## src/rtl/fma_pkg.sv

```systemverilog
// ----------------------------------------------------------------------------
// fma_pkg
// Types and fixed constants shared by the forward moving average block.
// ----------------------------------------------------------------------------
package fma_pkg;

  localparam int SAMPLE_BITS  = 16;
  localparam int TAG_BITS     = 16;
  localparam int CFG_BITS     = 7;
  localparam int WINDOW_RESET = 10;

  typedef struct packed {
    logic signed [SAMPLE_BITS-1:0] sample;
    logic        [TAG_BITS-1:0]    position;
    logic                          end_of_record;
  } sample_item_t;

  typedef struct packed {
    logic signed [SAMPLE_BITS-1:0] average;
    logic        [TAG_BITS-1:0]    out_position;
    logic                          last_of_run;
  } result_item_t;

  typedef struct packed {
    logic signed [SAMPLE_BITS-1:0] sample;
    logic        [TAG_BITS-1:0]    position;
  } ring_entry_t;

  typedef enum logic [1:0] {
    ST_IDLE,
    ST_LOAD,
    ST_DIV,
    ST_EMIT
  } fma_state_t;

endpackage

```

## src/rtl/fma_ring.sv

```systemverilog
// ----------------------------------------------------------------------------
// fma_ring
// Ring storage for held samples and their tags: one write port, one read
// port with registered read data.
// ----------------------------------------------------------------------------
module fma_ring #(
  parameter int DEPTH  = 64,
  parameter int ADDR_W = $clog2(DEPTH)
) (
  input  logic                 clk,
  input  logic                 wr_en,
  input  logic [ADDR_W-1:0]    wr_addr,
  input  fma_pkg::ring_entry_t wr_data,
  input  logic                 rd_en,
  input  logic [ADDR_W-1:0]    rd_addr,
  output fma_pkg::ring_entry_t rd_data
);
  import fma_pkg::*;

  ring_entry_t mem [DEPTH];

  always_ff @(posedge clk) begin
    if (wr_en) begin
      mem[wr_addr] <= wr_data;
    end
  end

  always_ff @(posedge clk) begin
    if (rd_en) begin
      rd_data <= mem[rd_addr];
    end
  end

endmodule

```

## src/rtl/fma_div.sv

```systemverilog
// ----------------------------------------------------------------------------
// fma_div
// Bit-serial restoring divider: signed dividend by unsigned nonzero divisor,
// one quotient bit per cycle, result truncated toward zero.
// ----------------------------------------------------------------------------
module fma_div #(
  parameter int NUM_W = 22,
  parameter int DEN_W = 7
) (
  input  logic                    clk,
  input  logic                    rst,
  input  logic                    start,
  input  logic signed [NUM_W-1:0] num,
  input  logic        [DEN_W-1:0] den,
  output logic                    busy,
  output logic signed [NUM_W-1:0] quotient
);
  import fma_pkg::*;

  localparam int CNT_W = (NUM_W > 1) ? $clog2(NUM_W) : 1;

  logic [CNT_W-1:0] cnt;
  logic [NUM_W-1:0] quo;
  logic [DEN_W-1:0] rem;
  logic [DEN_W-1:0] dvs;
  logic             neg;
  logic [DEN_W:0]   trial;
  logic [DEN_W:0]   diff;
  logic             fits;

  assign trial    = {rem, quo[NUM_W-1]};
  assign diff     = trial - {1'b0, dvs};
  assign fits     = (trial >= {1'b0, dvs});
  assign quotient = neg ? -$signed(quo) : $signed(quo);

  always_ff @(posedge clk) begin
    if (rst) begin
      busy <= 1'b0;
      cnt  <= '0;
    end else if (start) begin
      busy <= 1'b1;
      cnt  <= '0;
    end else if (busy) begin
      cnt <= cnt + 1'b1;
      if (cnt == CNT_W'(NUM_W - 1)) begin
        busy <= 1'b0;
      end
    end
  end

  always_ff @(posedge clk) begin
    if (start) begin
      quo <= num[NUM_W-1] ? NUM_W'(-num) : NUM_W'(num);
      rem <= '0;
      dvs <= den;
      neg <= num[NUM_W-1];
    end else if (busy) begin
      rem <= fits ? diff[DEN_W-1:0] : trial[DEN_W-1:0];
      quo <= {quo[NUM_W-2:0], fits};
    end
  end

endmodule

```

## src/rtl/forward_moving_average_top.sv

```systemverilog
// ----------------------------------------------------------------------------
// forward_moving_average_top
// Forward-looking boxcar average over a window of up to MAX_WINDOW samples.
// ----------------------------------------------------------------------------
// Channels: sample_* (valid/ready) carries a sample, its position tag and an
// end-of-record flag; result_* (valid/ready) carries the average, the tag of
// the oldest sample of the averaged window and a last-of-record flag;
// cfg_* (valid/ready) writes the window length (0 acts as 1, values above
// MAX_WINDOW act as MAX_WINDOW) and drops any held samples.
// Once the window is full, each sample gives one result; the last sample of
// a record flushes shrinking windows, so a record of K samples gives K results.
// Timing: a sample that gives no result leaves the block idle. Each result
// steps through ring read and divider load, the divide at one quotient bit per
// cycle, a state that sees the divider done and the output register load;
// no sample is taken meanwhile, and a flush repeats these steps per result.
// A result waits in the output register while the receiver stalls; sample
// transfers that give no result continue meanwhile, the next result waits.
// Reset: window length 10, ring empty, no result pending; the ring needs no
// clearing pass.
// ----------------------------------------------------------------------------
module forward_moving_average_top #(
  parameter int MAX_WINDOW = 64
) (
  input  logic                  clk,
  input  logic                  rst,
  input  logic                  sample_valid,
  output logic                  sample_ready,
  input  fma_pkg::sample_item_t sample_data,
  output logic                  result_valid,
  input  logic                  result_ready,
  output fma_pkg::result_item_t result_data,
  input  logic                  cfg_valid,
  output logic                  cfg_ready,
  input  logic [fma_pkg::CFG_BITS-1:0] cfg_data
);
  import fma_pkg::*;

  localparam int PW   = (MAX_WINDOW > 1) ? $clog2(MAX_WINDOW) : 1;
  localparam int CW   = $clog2(MAX_WINDOW + 1);
  localparam int SUMW = SAMPLE_BITS + $clog2(MAX_WINDOW);
  localparam int EFF_RESET = (WINDOW_RESET > MAX_WINDOW) ? MAX_WINDOW : WINDOW_RESET;

  fma_state_t state, state_next;

  logic [CW-1:0]          eff_window;
  logic [CW-1:0]          fill;
  logic [PW-1:0]          oldest;
  logic signed [SUMW-1:0] sum;
  logic                   flushing;

  logic sample_xfer, cfg_xfer, load_result;
  logic ring_rd_en, div_start, div_busy;
  logic signed [SUMW-1:0] quotient;
  ring_entry_t            rd_entry;
  ring_entry_t            wr_entry;
  logic [PW:0]            wr_sum;
  logic [PW-1:0]          wr_addr;
  logic [CW-1:0]          fill_inc;
  logic signed [SUMW-1:0] in_ext, old_ext;

  assign sample_xfer = sample_valid & sample_ready;
  assign cfg_xfer    = cfg_valid & cfg_ready;
  assign fill_inc    = fill + 1'b1;
  assign wr_sum      = (PW+1)'(oldest) + (PW+1)'(fill);
  assign wr_addr     = (wr_sum >= (PW+1)'(MAX_WINDOW)) ?
                       PW'(wr_sum - (PW+1)'(MAX_WINDOW)) : PW'(wr_sum);
  assign wr_entry    = '{sample: sample_data.sample, position: sample_data.position};
  assign in_ext  = {{(SUMW-SAMPLE_BITS){sample_data.sample[SAMPLE_BITS-1]}},
                    sample_data.sample};
  assign old_ext = {{(SUMW-SAMPLE_BITS){rd_entry.sample[SAMPLE_BITS-1]}},
                    rd_entry.sample};

  fma_ring #(
    .DEPTH  (MAX_WINDOW),
    .ADDR_W (PW)
  ) u_ring (
    .clk     (clk),
    .wr_en   (sample_xfer),
    .wr_addr (wr_addr),
    .wr_data (wr_entry),
    .rd_en   (ring_rd_en),
    .rd_addr (oldest),
    .rd_data (rd_entry)
  );

  fma_div #(
    .NUM_W (SUMW),
    .DEN_W (CW)
  ) u_div (
    .clk      (clk),
    .rst      (rst),
    .start    (div_start),
    .num      (sum),
    .den      (fill),
    .busy     (div_busy),
    .quotient (quotient)
  );

  // next state
  always_comb begin
    state_next = state;
    unique case (state)
      ST_IDLE: begin
        if (sample_xfer && (sample_data.end_of_record || fill_inc >= eff_window)) begin
          state_next = ST_LOAD;
        end
      end
      ST_LOAD: state_next = ST_DIV;
      ST_DIV: begin
        if (!div_busy) begin
          state_next = ST_EMIT;
        end
      end
      ST_EMIT: begin
        if (load_result) begin
          state_next = (flushing && fill != CW'(1)) ? ST_LOAD : ST_IDLE;
        end
      end
      default: state_next = ST_IDLE;
    endcase
  end

  // outputs
  always_comb begin
    sample_ready = 1'b0;
    cfg_ready    = 1'b0;
    ring_rd_en   = 1'b0;
    div_start    = 1'b0;
    load_result  = 1'b0;
    unique case (state)
      ST_IDLE: begin
        cfg_ready    = 1'b1;
        sample_ready = ~cfg_valid;
      end
      ST_LOAD: begin
        ring_rd_en = 1'b1;
        div_start  = 1'b1;
      end
      ST_DIV: ;
      ST_EMIT: load_result = ~result_valid | result_ready;
      default: ;
    endcase
  end

  always_ff @(posedge clk) begin
    if (rst) begin
      state        <= ST_IDLE;
      eff_window   <= CW'(EFF_RESET);
      fill         <= '0;
      oldest       <= '0;
      sum          <= '0;
      flushing     <= 1'b0;
      result_valid <= 1'b0;
    end else begin
      state <= state_next;
      if (load_result) begin
        result_valid <= 1'b1;
      end else if (result_ready) begin
        result_valid <= 1'b0;
      end
      if (cfg_xfer) begin
        if (cfg_data == '0) begin
          eff_window <= CW'(1);
        end else if (int'(cfg_data) > MAX_WINDOW) begin
          eff_window <= CW'(MAX_WINDOW);
        end else begin
          eff_window <= CW'(cfg_data);
        end
        fill   <= '0;
        oldest <= '0;
        sum    <= '0;
      end else if (sample_xfer) begin
        fill     <= fill_inc;
        sum      <= sum + in_ext;
        flushing <= sample_data.end_of_record;
      end else if (load_result) begin
        if (flushing && fill == CW'(1)) begin
          // record done: window restarts empty
          fill     <= '0;
          oldest   <= '0;
          sum      <= '0;
          flushing <= 1'b0;
        end else begin
          fill   <= fill - 1'b1;
          sum    <= sum - old_ext;
          oldest <= (oldest == PW'(MAX_WINDOW - 1)) ? '0 : oldest + 1'b1;
        end
      end
    end
  end

  always_ff @(posedge clk) begin
    if (load_result) begin
      result_data.average      <= quotient[SAMPLE_BITS-1:0];
      result_data.out_position <= rd_entry.position;
      result_data.last_of_run  <= flushing && (fill == CW'(1));
    end
  end

  a_idle_not_full: assert property (@(posedge clk) disable iff (rst)
    (state == ST_IDLE) |-> (fill < eff_window))
    else $error("window full while idle");

  a_idle_no_flush: assert property (@(posedge clk) disable iff (rst)
    (state == ST_IDLE) |-> !flushing)
    else $error("flush left pending");

  a_emit_div_done: assert property (@(posedge clk) disable iff (rst)
    (state == ST_EMIT) |-> !div_busy)
    else $error("result taken before divide finished");

  a_last_empties: assert property (@(posedge clk) disable iff (rst)
    (load_result && flushing && fill == CW'(1)) |=> (fill == '0 && sum == '0))
    else $error("ring not empty after last result");

endmodule
```

## config.mk

```make
export PLATFORM = sky130hd
export DESIGN_NAME = forward_moving_average_top
export DESIGN_NICKNAME = d
export VERILOG_FILES = /design/src/rtl/fma_pkg.sv /design/src/rtl/fma_ring.sv /design/src/rtl/fma_div.sv /design/src/rtl/forward_moving_average_top.sv
export SDC_FILE = /design/constraint.sdc
export NUM_CORES = 2
export LEC_CHECK = 0
export ABC_AREA = 1
export BUFFER_PORTS_ARGS = -buffer_cell sky130_fd_sc_hd__buf_4
export CAP_MARGIN = 40
export CORE_MARGIN = 10
export CORE_UTILIZATION = 31
export CTS_CLUSTER_DIAMETER = 30
export DETAILED_ROUTE_END_ITERATION = 10
export HOLD_SLACK_MARGIN = 0.02
export PLACE_DENSITY = 0.53
export SLEW_MARGIN = 20
export SYNTH_ARGS = -nofsm -noshare
export SYNTH_HDL_FRONTEND = slang
export SYNTH_HIERARCHICAL = 1
export SYNTH_SLANG_ARGS = --single-unit
```

## constraint.sdc

```tcl
create_clock -name clk -period 9.9 [get_ports clk]
set_input_delay 0.495 -clock clk [delete_from_list [all_inputs] [get_ports clk]]
set_output_delay 0.495 -clock clk [all_outputs]
set_load 0.01 [all_outputs]
```

==> impl_metrics.py <==
metrics = {
    "status": {
        "status": "complete, no violations",
    },
    "route": {
        "via_per_inst": 5.046,
        "ant_nets": 0,
        "firstDrtPassIters": 7,
        "wire_per_inst_um": 22.80,
        "drc_errors": 0,
        "routed_wl_um": 291900,
        "vias": 64610,
        "dr.first_iter.drc_count": 7564,
    },
    "cts": {
        "clk_pin_slew_ps": 50,
        "numCtsBuffers": 448,
        "postCtsSetupBuffers": 0,
        "cts_resized": 0,
        "cts_root_buf": "clkbuf_16",
        "cts_buffer_depth": 4,
        "cts_tree": "done",
        "cts_sinks": 2202,
        "clk_latency_ps": 960,
        "h-tree-depth": 5,
    },
    "layout": {
        "final_area_sq_um": 114000,
        "nets": 8608,
        "syn_to_final_growth_pct": 22.74,
        "drive_gt1_frac": 0.1210,
    },
    "hold_path": {
        "min_path_cells": 1,
        "holdCritPathClass": "in -> reg",
        "hold_path_startpoint": "sample_data[20]",
    },
    "logic_synthesis": {
        "syn_area_sq_um": 92880,
        "synth_nets": 8345,
        "synth_cells": 8223,
        "syn_area_per_cell_sq_um": 11.30,
        "synth_warnings": 6,
    },
    "sta": {
        "worst_pin_slew_ps": 1032,
        "slew_headroom": 0.3117,
        "rsz0062_at_grt": "no",
        "tns_ps": 0,
        "hold_viol": 0,
        "clock.fmax_mhz": 229.5,
        "fin_crit_sh": 0.4402,
        "drv_slew": 0,
        "clock_skew_ps": 102.2,
        "fin_ws_ps": 5542,
        "min_period_ps": 4358,
        "setup_viol": 0,
    },
    "setup_path": {
        "path_max_fanout": 151,
        "rr_worst_depth": 12,
        "critPathRequiredTime_ps": 10680,
        "crit_start": "oldest[0]$_SDFFE_PP0P_",
        "end_kind": "flip-flop",
        "start_kind": "flip-flop",
        "critPathKind": "reg -> reg",
        "arrival_ps": 5130,
        "r2r-start": "oldest[0]$_SDFFE_PP0P_",
    },
    "placed_design": {
        "place.gp.congestion": 0.8360,
        "placed_area_sq_um": 98520,
        "dp_hpwl_um": 165100,
        "port_buffers": 80,
        "place_ws_ps": 5345,
    },
    "pwr": {
        "p_clk_frac": 0.535,
        "intPower_mw": 20.97,
        "power.density_nw_per_um2": 241.8,
        "seqPwrFrac": 0.389,
        "power.leakage_nw": 41.56,
        "peakVddDrop_v": 0.0001581,
        "p_sw_mw": 6.592,
        "combinationalPowerShare": 0.076,
        "switching_share": 0.2392,
    },
    "floorplan": {
        "dieHeight_um": 567.4,
        "die_x_um": 567.4,
        "io_pins": 81,
        "coreArea_sq_um": 297500,
        "start_util": 0.3122,
        "die_area_sq_um": 321900,
        "rows": 200,
    },
    "run": {
        "drv_cap": 0,
    },
    "global_routing": {
        "first_global_vias": 61595,
        "grt_pass1_wl_um": 421700,
        "grt_overflow": 0,
        "antenna_found_initial": 25,
        "track_usage": 0.1727,
        "grt_max_degree": 193,
    },
}
[power by group through the flow]
stage	sequential, mW	clock (mW)	combinational (mW)
2_1_floorplan	10.8	0	1.29
3_3_place_gp	10.9	0	1.99
3_5_place_dp	10.9	0	2.06
4_1_cts	10.7	14.9	2.08
5_1_grt	10.7	15.4	2.34
6_report	10.7	14.7	2.11
[layout by cell type (no fill, tap or decap), types with 13 or more instances in the layout]
cell and n:
clkbuf_1 54, buf_4 195, buf_12 23, nor2_1 120, nor2_4 58, dlygate4sd3_1 30
nand2_1 2696, nand3b_1 20, buf_16 27, dfxtp_1 53, a21oi_1 55, clkinv_2 91
edfxtp_1 2143, bufinv_16 59, ha_1 72, clkbuf_16 451, nand3_1 2037, o21ai_0 54
clkinvlp_4 39, xnor2_1 13, clkinv_1 77, xor2_1 32, inv_1 250, clkinv_4 21
nand4_1 29, inv_6 23
[routing by layer]
metal | GRT usage | share of wire | up-vias
li1 | - | - | 29584
met1 | 0.2419 | 0.43 | 31736
met2 | 0.2699 | 0.46 | 2792
met3 | 0.02951 | 0.081 | 492
met4 | 0.06180 | 0.033 | 6
met5 | 0 | 0.00012 | -
[worst max-delay path, stage by stage, from the launching register on]
cell     delay (ps)
dfxtp_4         370
buf_16          280
buf_12          580
buf_4           770
buf_4           750
nand2_1         100
nand3_1         110
nand3_1          90
nand3_1         140
nand3_1         360
nand2_1         220
nand2_1         130
nand2_1         100
[final cells by class]
type	instances	area, sq um
fill	28172	183500
sequential	2202	65550
multi-input combinational	5282	24440
clock buffer	507	11520
tap	3939	4928
clock inverter	316	3379
timing repair buffer	287	3126
inverter	265	1047
antenna	6	15.01
[through the flow]
stage	cells	total power, mW	util	hold slack [ps]
floorplan	8223	12.07	-	400.3
global placement	11895	12.89	0.3283	444.6
detailed placement	11933	12.95	0.3311	445.8
CTS	12781	27.72	0.3820	20.22
global route	12799	28.46	0.3831	21.16
finish	12804	27.56	0.3832	42.70
[registers in the layout, indices dropped and copies added, names as in the netlist]
name and flops:
eff_window 7, u_div/neg 1, u_div/dvs 7, u_ring/rd_data 32
state 2, u_div/rem 7, flushing 1, sum 22
u_div/busy 1, oldest 6, fill 7, u_ring/mem 2048
u_div/cnt 5, u_div/quo 22, result_valid 1, result_data 33
[repair_timing]
action	4_1_cts	5_1_grt
hold buffers	25	5
endpoints found under the setup margin	0	0
hold endpoints to repair	126	33
[worst paths after layout]
| kind | end | slack [ps] |
|---|---|---|
| setup / recovery | u_ring/rd_data[6]$_DFFE_PP_ | 5540 |
| hold / removal | u_ring/mem[24][19]$_DFFE_PP_ | 40 |
| setup reg to reg | u_ring/rd_data[6]$_DFFE_PP_ | 5540 |
| hold reg to reg | result_data[1]$_DFFE_PP_ | 450 |
(Power assumes the default switching activity.)
